File: src/rtl/ppmc_pkg.sv
`timescale 1ns / 1ps
// shared constants, types and microcode table of the position move controller
package ppmc_pkg;

    localparam int FRAC_BITS      = 16;
    localparam int INTEGRAL_WIDTH = 48;
    localparam int COUNT_WIDTH    = 16;

    localparam int CFG_IDX_W  = 3;
    localparam int CFG_DATA_W = 32;
    localparam int OPCODE_W   = 2;
    localparam int POS_W      = 32;
    localparam int GAIN_W     = 32;
    localparam int SPEED_W    = 7;
    localparam int TOL_W      = 31;
    localparam int TICKS_W    = 16;
    localparam int DRIVE_W    = 8;
    localparam int ERR_W      = POS_W + 1;
    localparam int DERR_W     = ERR_W + 1;

    // multiplier operand is split into a signed high chunk and a zero-extended low chunk
    localparam int OPND_RAW_W = (INTEGRAL_WIDTH > DERR_W) ? INTEGRAL_WIDTH : DERR_W;
    localparam int OPND_W     = OPND_RAW_W + (OPND_RAW_W % 2);
    localparam int HALF_W     = OPND_W / 2;
    localparam int CHUNK_W    = HALF_W + 1;
    localparam int PROD_W     = GAIN_W + CHUNK_W;
    localparam int ACC_W      = GAIN_W + OPND_W + 3;
    localparam int CV_W       = FRAC_BITS + 2;
    localparam int CMP_W      = (COUNT_WIDTH > TICKS_W) ? COUNT_WIDTH : TICKS_W;
    localparam int PC_W       = 4;

    localparam logic [SPEED_W-1:0] SPEED_FULL = SPEED_W'(100);
    localparam logic [PC_W-1:0]    PC_FINISH  = PC_W'(10);

    typedef enum logic [OPCODE_W-1:0] {
        OP_TICK  = 2'd0,
        OP_START = 2'd1,
        OP_STOP  = 2'd2,
        OP_RSVD  = 2'd3
    } t_opcode;

    typedef enum logic [CFG_IDX_W-1:0] {
        CFG_GAIN_P        = 3'd0,
        CFG_GAIN_I        = 3'd1,
        CFG_GAIN_D        = 3'd2,
        CFG_SPEED_PCT     = 3'd3,
        CFG_TARGET_POS    = 3'd4,
        CFG_TOLERANCE     = 3'd5,
        CFG_TIMEOUT_TICKS = 3'd6,
        CFG_SETTLE_TICKS  = 3'd7
    } t_cfg_idx;

    typedef enum logic [2:0] {
        MSRC_NONE,
        MSRC_P,
        MSRC_I,
        MSRC_D,
        MSRC_SCALE
    } t_mul_src;

    typedef enum logic [1:0] {
        ACT_NONE,
        ACT_PREP,
        ACT_CLAMP,
        ACT_FINISH
    } t_act;

    typedef struct packed {
        t_act            act;
        t_mul_src        src;
        logic            mul_hi;
        logic            acc_en;
        logic            acc_hi;
        logic            jmp_idle;
        logic [PC_W-1:0] target;
    } t_uword;

    // control store: prepare, six partial products, clamp, scale, finish
    function automatic t_uword ucode(input logic [PC_W-1:0] pc);
        t_uword w;
        w = '{act: ACT_NONE, src: MSRC_NONE, mul_hi: 1'b0, acc_en: 1'b0,
              acc_hi: 1'b0, jmp_idle: 1'b0, target: '0};
        unique case (pc)
            4'd0: begin
                w.act      = ACT_PREP;
                w.jmp_idle = 1'b1;
                w.target   = PC_FINISH;
            end
            4'd1: begin
                w.src = MSRC_P;
            end
            4'd2: begin
                w.src    = MSRC_P;
                w.mul_hi = 1'b1;
                w.acc_en = 1'b1;
            end
            4'd3: begin
                w.src    = MSRC_I;
                w.acc_en = 1'b1;
                w.acc_hi = 1'b1;
            end
            4'd4: begin
                w.src    = MSRC_I;
                w.mul_hi = 1'b1;
                w.acc_en = 1'b1;
            end
            4'd5: begin
                w.src    = MSRC_D;
                w.acc_en = 1'b1;
                w.acc_hi = 1'b1;
            end
            4'd6: begin
                w.src    = MSRC_D;
                w.mul_hi = 1'b1;
                w.acc_en = 1'b1;
            end
            4'd7: begin
                w.acc_en = 1'b1;
                w.acc_hi = 1'b1;
            end
            4'd8: begin
                w.act = ACT_CLAMP;
            end
            4'd9: begin
                w.src = MSRC_SCALE;
            end
            default: begin
                w.act = ACT_FINISH;
            end
        endcase
        return w;
    endfunction

endpackage

File: src/rtl/ppmc_in_if.sv
`timescale 1ns / 1ps
// command channel: opcode and measured position
interface ppmc_in_if;
    import ppmc_pkg::*;

    logic                    valid;
    logic                    ready;
    logic [OPCODE_W-1:0]     opcode;
    logic signed [POS_W-1:0] measured_pos;

    modport source (output valid, output opcode, output measured_pos, input ready);
    modport sink   (input valid, input opcode, input measured_pos, output ready);
endinterface

File: src/rtl/ppmc_out_if.sv
`timescale 1ns / 1ps
// result channel: drive command and move status
interface ppmc_out_if;
    import ppmc_pkg::*;

    logic                      valid;
    logic                      ready;
    logic signed [DRIVE_W-1:0] drive_pct;
    logic                      drive_update;
    logic                      running;
    logic                      target_reached;
    logic                      finished;
    logic                      settled;

    modport source (output valid, output drive_pct, output drive_update, output running,
                    output target_reached, output finished, output settled, input ready);
    modport sink   (input valid, input drive_pct, input drive_update, input running,
                    input target_reached, input finished, input settled, output ready);
endinterface

File: src/rtl/pid_position_move_controller.sv
`timescale 1ns / 1ps
// pid position move controller with settle and timeout, microcoded around one multiplier
// a tick while running steps the 11-word control store from prepare to finish, where its result is registered;
// start, stop, idle ticks and the reserved opcode jump from prepare straight to finish
// the shared 32 x 25 multiplier serves six partial products plus the scaling
// one item is in work at a time; the next is taken the cycle after the result is loaded
// synchronous active-low reset clears control, controller state and configuration registers (speed_pct to 100)
module pid_position_move_controller (
    input  logic                              i_clk,
    input  logic                              i_rst_n,
    input  logic                              i_cfg_we,
    input  logic [ppmc_pkg::CFG_IDX_W-1:0]    i_cfg_idx,
    input  logic [ppmc_pkg::CFG_DATA_W-1:0]   i_cfg_data,
    ppmc_in_if.sink                           i_cmd,
    ppmc_out_if.source                        o_res
);
    import ppmc_pkg::*;

    localparam logic signed [ACC_W-1:0] ONE_ACC     = ACC_W'(1) <<< FRAC_BITS;
    localparam logic signed [ACC_W-1:0] NEG_ONE_ACC = -ONE_ACC;

    // configuration
    logic signed [GAIN_W-1:0] r_gain_p, r_gain_i, r_gain_d;
    logic signed [POS_W-1:0]  r_target_pos;
    logic [SPEED_W-1:0]       r_speed_pct;
    logic [TOL_W-1:0]         r_tolerance;
    logic [TICKS_W-1:0]       r_timeout_ticks, r_settle_ticks;

    // sequencer and item
    logic                     r_busy, n_busy;
    logic [PC_W-1:0]          r_pc, n_pc;
    t_opcode                  r_op;
    logic signed [ERR_W-1:0]  r_err;
    logic                     r_reached;

    // controller state
    logic signed [INTEGRAL_WIDTH-1:0] r_integ;
    logic signed [ERR_W-1:0]          r_last_err;
    logic signed [DERR_W-1:0]         r_derr;
    logic [COUNT_WIDTH-1:0]           r_elapsed, r_settle;
    logic                             r_run;

    // datapath
    logic signed [PROD_W-1:0] r_prod;
    logic signed [ACC_W-1:0]  r_acc;
    logic signed [CV_W-1:0]   r_cv;

    // result register
    logic                      r_out_valid, n_out_valid;
    logic signed [DRIVE_W-1:0] r_drive;
    logic                      r_upd, r_running, r_out_reached, r_fin, r_stl;

    t_uword uw;
    logic   accept, out_free, is_work, load_out;

    logic signed [ERR_W-1:0]            err_in;
    logic [ERR_W-1:0]                   abs_err;
    logic                               reached_in;
    logic signed [INTEGRAL_WIDTH:0]     integ_sum;
    logic signed [INTEGRAL_WIDTH-1:0]   integ_sat;
    logic signed [DERR_W-1:0]           derr_c;
    logic signed [OPND_W-1:0]           opnd;
    logic signed [GAIN_W-1:0]           mul_a;
    logic signed [CHUNK_W-1:0]          mul_b;
    logic signed [PROD_W-1:0]           prod_c;
    logic signed [ACC_W-1:0]            prod_ext, addend;
    logic signed [ACC_W-1:0]            acc_shr;
    logic signed [CV_W-1:0]             cv_c;
    logic signed [CV_W-1:0]             cv_neg;
    logic [CV_W-2:0]                    cv_mag;
    logic [SPEED_W-1:0]                 speed_eff;
    logic [SPEED_W-1:0]                 drive_mag;
    logic signed [DRIVE_W-1:0]          drive_c;
    logic [COUNT_WIDTH-1:0]             elapsed_nx, settle_nx;
    logic                               by_settle, by_time, move_end;

    assign uw       = ucode(r_pc);
    assign accept   = i_cmd.valid && i_cmd.ready;
    assign out_free = !r_out_valid || o_res.ready;
    assign is_work  = (r_op == OP_TICK) && r_run;
    assign load_out = r_busy && (uw.act == ACT_FINISH) && out_free;

    // no transaction is taken while reset is held
    assign i_cmd.ready          = i_rst_n && !r_busy;
    assign o_res.valid          = r_out_valid;
    assign o_res.drive_pct      = r_drive;
    assign o_res.drive_update   = r_upd;
    assign o_res.running        = r_running;
    assign o_res.target_reached = r_out_reached;
    assign o_res.finished       = r_fin;
    assign o_res.settled        = r_stl;

    // error and tolerance check on the incoming position
    always_comb begin
        err_in     = ERR_W'(r_target_pos) - ERR_W'(i_cmd.measured_pos);
        abs_err    = err_in[ERR_W-1] ? ERR_W'(-err_in) : ERR_W'(err_in);
        reached_in = ERR_W'(r_tolerance) > abs_err;
    end

    // integral with saturation, error difference
    always_comb begin
        integ_sum = (INTEGRAL_WIDTH + 1)'(r_integ) + (INTEGRAL_WIDTH + 1)'(r_err);
        if (integ_sum[INTEGRAL_WIDTH] != integ_sum[INTEGRAL_WIDTH-1]) begin
            integ_sat = {integ_sum[INTEGRAL_WIDTH], {(INTEGRAL_WIDTH-1){~integ_sum[INTEGRAL_WIDTH]}}};
        end else begin
            integ_sat = integ_sum[INTEGRAL_WIDTH-1:0];
        end
        derr_c = DERR_W'(r_err) - DERR_W'(r_last_err);
    end

    // shared multiplier operand selection
    always_comb begin
        cv_neg    = -r_cv;
        cv_mag    = r_cv[CV_W-1] ? cv_neg[CV_W-2:0] : r_cv[CV_W-2:0];
        speed_eff = (r_speed_pct > SPEED_FULL) ? SPEED_FULL : r_speed_pct;
        opnd      = '0;
        mul_a     = '0;
        case (uw.src)
            MSRC_P: begin
                mul_a = r_gain_p;
                opnd  = OPND_W'(r_err);
            end
            MSRC_I: begin
                mul_a = r_gain_i;
                opnd  = OPND_W'(r_integ);
            end
            MSRC_D: begin
                mul_a = r_gain_d;
                opnd  = OPND_W'(r_derr);
            end
            MSRC_SCALE: begin
                mul_a = $signed(GAIN_W'(cv_mag));
            end
            default: begin
                mul_a = '0;
            end
        endcase
        if (uw.src == MSRC_SCALE) begin
            mul_b = $signed(CHUNK_W'(speed_eff));
        end else if (uw.mul_hi) begin
            mul_b = {opnd[OPND_W-1], opnd[OPND_W-1:HALF_W]};
        end else begin
            mul_b = {1'b0, opnd[HALF_W-1:0]};
        end
        prod_c = PROD_W'(mul_a) * PROD_W'(mul_b);
    end

    // accumulate, clamp and drive
    always_comb begin
        prod_ext = ACC_W'(r_prod);
        addend   = uw.acc_hi ? (prod_ext <<< HALF_W) : prod_ext;
        acc_shr  = r_acc >>> FRAC_BITS;
        if (acc_shr > ONE_ACC) begin
            cv_c = CV_W'(ONE_ACC);
        end else if (acc_shr < NEG_ONE_ACC) begin
            cv_c = CV_W'(NEG_ONE_ACC);
        end else begin
            cv_c = acc_shr[CV_W-1:0];
        end
        drive_mag = r_prod[FRAC_BITS +: SPEED_W];
        drive_c   = r_cv[CV_W-1] ? -$signed({1'b0, drive_mag}) : $signed({1'b0, drive_mag});
    end

    // tick counters and end of move
    always_comb begin
        elapsed_nx = (&r_elapsed) ? r_elapsed : r_elapsed + 1'b1;
        if (r_reached) begin
            settle_nx = (&r_settle) ? r_settle : r_settle + 1'b1;
        end else begin
            settle_nx = '0;
        end
        by_settle = CMP_W'(settle_nx) >= CMP_W'(r_settle_ticks);
        by_time   = CMP_W'(elapsed_nx) >= CMP_W'(r_timeout_ticks);
        move_end  = (r_timeout_ticks != '0) && (by_settle || by_time);
    end

    // step counter
    always_comb begin
        n_busy = r_busy;
        n_pc   = r_pc;
        if (!r_busy) begin
            if (accept) begin
                n_busy = 1'b1;
                n_pc   = '0;
            end
        end else if (uw.act == ACT_FINISH) begin
            if (out_free) begin
                n_busy = 1'b0;
            end
        end else if (uw.jmp_idle && !is_work) begin
            n_pc = uw.target;
        end else begin
            n_pc = r_pc + 1'b1;
        end
    end

    always_comb begin
        if (load_out) begin
            n_out_valid = 1'b1;
        end else if (o_res.ready) begin
            n_out_valid = 1'b0;
        end else begin
            n_out_valid = r_out_valid;
        end
    end

    always_ff @(posedge i_clk) begin
        if (!i_rst_n) begin
            r_busy      <= 1'b0;
            r_pc        <= '0;
            r_out_valid <= 1'b0;
        end else begin
            r_busy      <= n_busy;
            r_pc        <= n_pc;
            r_out_valid <= n_out_valid;
        end
    end

    // configuration registers
    always_ff @(posedge i_clk) begin
        if (!i_rst_n) begin
            r_gain_p        <= '0;
            r_gain_i        <= '0;
            r_gain_d        <= '0;
            r_speed_pct     <= SPEED_FULL;
            r_target_pos    <= '0;
            r_tolerance     <= '0;
            r_timeout_ticks <= '0;
            r_settle_ticks  <= '0;
        end else if (i_cfg_we) begin
            unique case (t_cfg_idx'(i_cfg_idx))
                CFG_GAIN_P:        r_gain_p        <= $signed(i_cfg_data[GAIN_W-1:0]);
                CFG_GAIN_I:        r_gain_i        <= $signed(i_cfg_data[GAIN_W-1:0]);
                CFG_GAIN_D:        r_gain_d        <= $signed(i_cfg_data[GAIN_W-1:0]);
                CFG_SPEED_PCT:     r_speed_pct     <= i_cfg_data[SPEED_W-1:0];
                CFG_TARGET_POS:    r_target_pos    <= $signed(i_cfg_data[POS_W-1:0]);
                CFG_TOLERANCE:     r_tolerance     <= i_cfg_data[TOL_W-1:0];
                CFG_TIMEOUT_TICKS: r_timeout_ticks <= i_cfg_data[TICKS_W-1:0];
                CFG_SETTLE_TICKS:  r_settle_ticks  <= i_cfg_data[TICKS_W-1:0];
            endcase
        end
    end

    // item capture and datapath registers
    always_ff @(posedge i_clk) begin
        if (accept) begin
            r_op      <= t_opcode'(i_cmd.opcode);
            r_err     <= err_in;
            r_reached <= reached_in;
        end
        if (r_busy) begin
            // the scaled product is held while the result waits
            if (uw.src != MSRC_NONE) begin
                r_prod <= prod_c;
            end
            if (uw.act == ACT_PREP) begin
                r_acc <= '0;
            end else if (uw.acc_en) begin
                r_acc <= r_acc + addend;
            end
            if (uw.act == ACT_CLAMP) begin
                r_cv <= cv_c;
            end
        end
    end

    // controller state
    always_ff @(posedge i_clk) begin
        if (!i_rst_n) begin
            r_integ    <= '0;
            r_last_err <= '0;
            r_derr     <= '0;
            r_elapsed  <= '0;
            r_settle   <= '0;
            r_run      <= 1'b0;
        end else if (r_busy && uw.act == ACT_PREP) begin
            if (is_work) begin
                r_integ <= integ_sat;
                r_derr  <= derr_c;
            end else if (r_op == OP_START) begin
                r_integ    <= '0;
                r_elapsed  <= '0;
                r_settle   <= '0;
                r_last_err <= r_err;
                r_run      <= 1'b1;
            end else if (r_op == OP_STOP) begin
                r_run <= 1'b0;
            end
        end else if (load_out && is_work) begin
            r_last_err <= r_err;
            r_elapsed  <= elapsed_nx;
            r_settle   <= settle_nx;
            if (move_end) begin
                r_run <= 1'b0;
            end
        end
    end

    // result register
    always_ff @(posedge i_clk) begin
        if (load_out) begin
            r_out_reached <= r_reached;
            if (is_work) begin
                r_drive   <= drive_c;
                r_upd     <= 1'b1;
                r_running <= !move_end;
                r_fin     <= move_end;
                r_stl     <= move_end && by_settle;
            end else begin
                r_drive   <= '0;
                r_upd     <= 1'b0;
                r_running <= r_run;
                r_fin     <= 1'b0;
                r_stl     <= 1'b0;
            end
        end
    end

    // checks
    a_drive_range: assert property (@(posedge i_clk) disable iff (!i_rst_n)
        o_res.valid |-> (o_res.drive_pct <= 8'sd100 && o_res.drive_pct >= -8'sd100))
        else $error("drive outside percent range");

    a_no_drive_when_idle: assert property (@(posedge i_clk) disable iff (!i_rst_n)
        (o_res.valid && !o_res.drive_update) |-> (o_res.drive_pct == '0 && !o_res.finished))
        else $error("drive or finish reported on an item without a control step");

    a_finish_stops_run: assert property (@(posedge i_clk) disable iff (!i_rst_n)
        (o_res.valid && o_res.finished) |-> !o_res.running)
        else $error("move finished but still running");

    a_settle_needs_finish: assert property (@(posedge i_clk) disable iff (!i_rst_n)
        (o_res.valid && o_res.settled) |-> o_res.finished)
        else $error("settled without finish");

    a_load_frees_sequencer: assert property (@(posedge i_clk) disable iff (!i_rst_n)
        load_out |=> (!r_busy && r_out_valid))
        else $error("sequencer still busy after result transaction loaded");

endmodule

File: src/flat_wrapper.sv
// flat-port wrapper written by rule: the top's interface ports become plain ports
module pid_position_move_controller_flat import ppmc_pkg::*;
  (i_clk, i_rst_n, i_cfg_we, i_cfg_idx, i_cfg_data, i_cmd_valid, i_cmd_opcode, i_cmd_measured_pos, i_cmd_ready, o_res_valid, o_res_drive_pct, o_res_drive_update, o_res_running, o_res_target_reached, o_res_finished, o_res_settled, o_res_ready);
  ppmc_in_if i_cmd_i ();
  ppmc_out_if o_res_i ();
  input  logic i_clk;
  input  logic i_rst_n;
  input  logic i_cfg_we;
  input  logic [ppmc_pkg::CFG_IDX_W-1:0] i_cfg_idx;
  input  logic [ppmc_pkg::CFG_DATA_W-1:0] i_cfg_data;
  input wire logic [$bits(i_cmd_i.valid)-1:0] i_cmd_valid;
  input wire logic [$bits(i_cmd_i.opcode)-1:0] i_cmd_opcode;
  input wire logic [$bits(i_cmd_i.measured_pos)-1:0] i_cmd_measured_pos;
  output wire logic [$bits(i_cmd_i.ready)-1:0] i_cmd_ready;
  output wire logic [$bits(o_res_i.valid)-1:0] o_res_valid;
  output wire logic [$bits(o_res_i.drive_pct)-1:0] o_res_drive_pct;
  output wire logic [$bits(o_res_i.drive_update)-1:0] o_res_drive_update;
  output wire logic [$bits(o_res_i.running)-1:0] o_res_running;
  output wire logic [$bits(o_res_i.target_reached)-1:0] o_res_target_reached;
  output wire logic [$bits(o_res_i.finished)-1:0] o_res_finished;
  output wire logic [$bits(o_res_i.settled)-1:0] o_res_settled;
  input wire logic [$bits(o_res_i.ready)-1:0] o_res_ready;
  assign i_cmd_i.valid = i_cmd_valid;
  assign i_cmd_i.opcode = i_cmd_opcode;
  assign i_cmd_i.measured_pos = i_cmd_measured_pos;
  assign i_cmd_ready = i_cmd_i.ready;
  assign o_res_valid = o_res_i.valid;
  assign o_res_drive_pct = o_res_i.drive_pct;
  assign o_res_drive_update = o_res_i.drive_update;
  assign o_res_running = o_res_i.running;
  assign o_res_target_reached = o_res_i.target_reached;
  assign o_res_finished = o_res_i.finished;
  assign o_res_settled = o_res_i.settled;
  assign o_res_i.ready = o_res_ready;
  pid_position_move_controller u_core (.i_clk(i_clk), .i_rst_n(i_rst_n), .i_cfg_we(i_cfg_we), .i_cfg_idx(i_cfg_idx), .i_cfg_data(i_cfg_data), .i_cmd(i_cmd_i), .o_res(o_res_i));
endmodule
File: config.mk
export PLATFORM = sky130hd
export DESIGN_NAME = pid_position_move_controller_flat
export DESIGN_NICKNAME = d
export VERILOG_FILES = /design/src/rtl/ppmc_pkg.sv /design/src/rtl/ppmc_in_if.sv /design/src/rtl/ppmc_out_if.sv /design/src/rtl/pid_position_move_controller.sv /design/src/flat_wrapper.sv
export SDC_FILE = /design/constraint.sdc
export NUM_CORES = 2
export LEC_CHECK = 0
export ABC_AREA = 1
export BUFFER_PORTS_ARGS = -buffer_cell sky130_fd_sc_hd__buf_2
export CAP_MARGIN = 20
export CELL_PAD_IN_SITES_DETAIL_PLACEMENT = 1
export CELL_PAD_IN_SITES_GLOBAL_PLACEMENT = 1
export CORE_MARGIN = 2
export CORE_UTILIZATION = 44
export CTS_CLUSTER_DIAMETER = 120
export CTS_CLUSTER_SIZE = 30
export DETAILED_ROUTE_END_ITERATION = 8
export PLACE_DENSITY_LB_ADDON = 0.25
export REMOVE_ABC_BUFFERS = 1
export SLEW_MARGIN = 10
export SYNTH_ARGS = -nofsm -noshare
export SYNTH_HDL_FRONTEND = slang
export SYNTH_SLANG_ARGS = --single-unit
File: constraint.sdc
create_clock -name i_clk -period 7.8 [get_ports i_clk]
set_clock_uncertainty 0.2 [all_clocks]
set_input_delay 0.78 -clock i_clk [delete_from_list [all_inputs] [get_ports i_clk]]
set_output_delay 0.78 -clock i_clk [all_outputs]
set_load 0.005 [all_outputs]
==> results.py <==
metrics = {
    "logic_synthesis": {
        "netlist_area_um2": 68800,
        "ys.flop_type": "dfxtp_1",
        "synth_top_area_share_pct": 23.9,
        "syn_inst": 9341,
        "yosysSeqAreaShare_pct": 19.3,
        "ys_ff_latch": 559,
        "netlist_top_cells_area": "fa_1, inv_1, dfxtp_1, nand2_1, edfxtp_1",
        "synth_edf_count": 207,
        "yosys.area.top_type": "fa_1",
        "post_synth_num_cell_types": 70,
        "postSynth.asyncResetShare_pct": 0,
        "syn_area_per_cell_um2": 7.37,
        "yosysWarnings": 0,
    },
    "timing": {
        "drv_slew": 0,
        "setup-violations-final": 42,
        "min_period_over_period_pct": 115,
        "period_minus_slack_ns": 8.99,
        "tns_ns": -38.91,
        "hold_viol_final": 0,
        "layout_setup_ws_ns": -1.19,
        "relSlewSlack_pct": 27.7,
        "max_freq_ghz": 0.111,
        "worst_slew_pin_slew_ns": 1.08,
        "grt_setup_unrepaired": "yes",
    },
    "die": {
        "core_area_um2": 156000,
        "rows": 145,
        "ios": 89,
        "fp.dieW_um": 400,
        "fp.dieArea_um2": 160000,
        "initial_core_util_pct": 44.2,
        "die_h_um": 400,
    },
    "placement": {
        "io_buffers": 88,
        "gp_congestion": 1.05,
        "place_area_um2": 76800,
        "dp_hpwl_um": 244000,
        "dp_slack_ns": -1.51,
        "placed_cells": 11900,
    },
    "routing": {
        "postRouteAntennaNets": 0,
        "drc": 0,
        "avgRoutedWirePerCell_um": 26.1,
        "drt_iter0_drc": 6229,
        "vias_per_cell": 5.74,
        "wirelength_um": 318000,
        "num_vias": 69800,
        "drt_pass1_iterations": 6,
    },
    "clocking": {
        "cts-root-buf": "clkbuf_16",
        "clock_latency_ns": 0.73,
        "clk_pin_slew_ns": 0.13,
        "max-clock-path-buffers": 3,
        "h-tree-depth": 1,
        "cts_sinks": 559,
        "cts_buffers": 30,
        "cts_tree": "done",
    },
    "worst_setup_path": {
        "cp-start-kind": "flop",
        "critPathRequiredTime_ns": 8.08,
        "cp.buffers_inverters": 14,
        "critPathCaptureType": "flop",
        "critPathMaxStageDelay_ns": 0.77,
        "crit_type": "reg -> reg",
        "cp_slowest_cell": "fa_1",
        "arrival_ns": 9.27,
        "cp_max_fo": 8,
        "critical-path-top-delay-family": "adder cells",
    },
    "layout": {
        "final_nets": 11400,
        "drive_gt1_share_pct": 17.9,
        "area_delta_synth_final_pct": 20.5,
        "layout.cells.non_filler": 12200,
        "stdcell_area_um2": 83000,
        "final_core_util_pct": 53.2,
        "num-fill-cells": 19400,
    },
    "outcome": {
        "outcome": "complete, but fails checks",
        "failed_checks": "setup timing",
    },
    "power": {
        "powerDensity_nw_per_um2": 191,
        "ir_drop_uv": 210,
        "power.leakage_nw": 39.8,
    },
    "global_route": {
        "grt_pass1_wl_um": 458000,
        "grt_start_max_net_pins": 106,
        "antenna_found_initial": 12,
        "grt_util_all_layers_pct": 38.0,
        "grt_pass1_vias": 74000,
        "grt.overflow.total": 0,
    },
    "flow_run": {
        "drv_cap": 0,
    },
    "hold_path": {
        "hold_class": "in -> reg",
    },
}
## where the power goes
part	switching [mW]	internal [mW]	total, mW
registers	0.274	3.50	3.77
logic	6.42	3.54	9.97
clock network	1.28	0.793	2.08
total	7.98	7.83	15.8
## state kept, by name (all words and copies together), names as in the netlist, 33 cells and up
signal,flops
u_core.r_acc,83
u_core.r_prod,57
u_core.r_integ,48
u_core.r_derr,34
u_core.r_err,33
u_core.r_last_err,33
## placed cells by master (no fill, tap or decap), types with 89 or more instances in the layout
cell type	n
dfxtp_1	349
buf_12	89
inv_2	127
edfxtp_1	207
nand3_1	221
fa_1	773
buf_4	716
inv_1	1787
nor2_1	1180
ha_1	374
xor2_1	100
o21ai_0	567
a21oi_1	598
nand2_1	1591
## through the flow
stage | hold slack (ns) | total power, mW
2_1_floorplan | 0.223 | 8.14
3_3_place_gp | 0.237 | 11.9
3_5_place_dp | 0.249 | 12.2
4_1_cts | 0.0471 | 15.0
5_1_grt | 0.0888 | 16.5
6_report | 0.0895 | 15.8
## worst paths after layout
kind | startpoint | endpoint | slack, ns | depth (start not counted)
setup / recovery | u_core.r_pc[1] | u_core.r_prod[46] | -1.19 | 41
hold / removal | i_cmd_valid | u_core.r_busy | 0.09 | 3
setup reg to reg | u_core.r_pc[1] | u_core.r_prod[46] | -1.19 | 41
hold reg to reg | u_core.r_last_err[0] | u_core.r_last_err[0] | 0.27 | 2
## worst min-delay path, stage by stage
cell and delay (ns):
buf_2 0.09, o211ai_1 0.08, inv_1 0.05
## timing repair
action                     CTS  global route
setup endpoints to repair   45            43
hold endpoints to repair     2             0
resized for setup          655           296
pin swaps                  250           212
setup buffers              109            62
hold buffers                 2             0
cloned                       2             0
## cell usage after synthesis (32+ instances only)
master / number
nand2_1: 1674
inv_2: 32
clkbuf_1: 118
ha_1: 424
nand4_1: 82
nor3_1: 76
nand3_1: 237
fa_1: 823
a21oi_1: 667
o21a_1: 47
a21oi_2: 36
xnor2_1: 69
o21bai_1: 35
a31oi_1: 46
nor4_1: 44
nor2_1: 1283
inv_1: 1907
buf_2: 109
edfxtp_1: 207
xor2_1: 107
o21ai_0: 605
dfxtp_1: 352
## final cells by class
class,instances,area [µm²],area share (%)
clock buffer,35,769,0.928
inverter,1947,7430,8.96
tap,2058,2570,3.10
antenna,2,5.00,0.00603
sequential,559,13300,16.0
timing repair buffer,999,8900,10.7
clock inverter,16,322,0.388
multi-input combinational,6550,49700,59.9
## layer usage
metal	up-vias	track usage [%]	share of wire (%)
met5	-	0	0.021
met4	10	18.2	6.7
met3	1064	5.24	7.7
met2	3030	61.7	45
met1	35200	49.9	40
li1	30600	-	-
## cells by family after synthesis
kind of cell | synth area share [%]
AND/OR/NAND/NOR | 20.9
buffers and inverters | 12.8
AO/OA/AOI/OAI | 13.0
adder cells (fa/ha/maj) | 31.6
flip-flops | 19.3
XOR/XNOR | 2.35
Power figures use the tool's default switching activity.
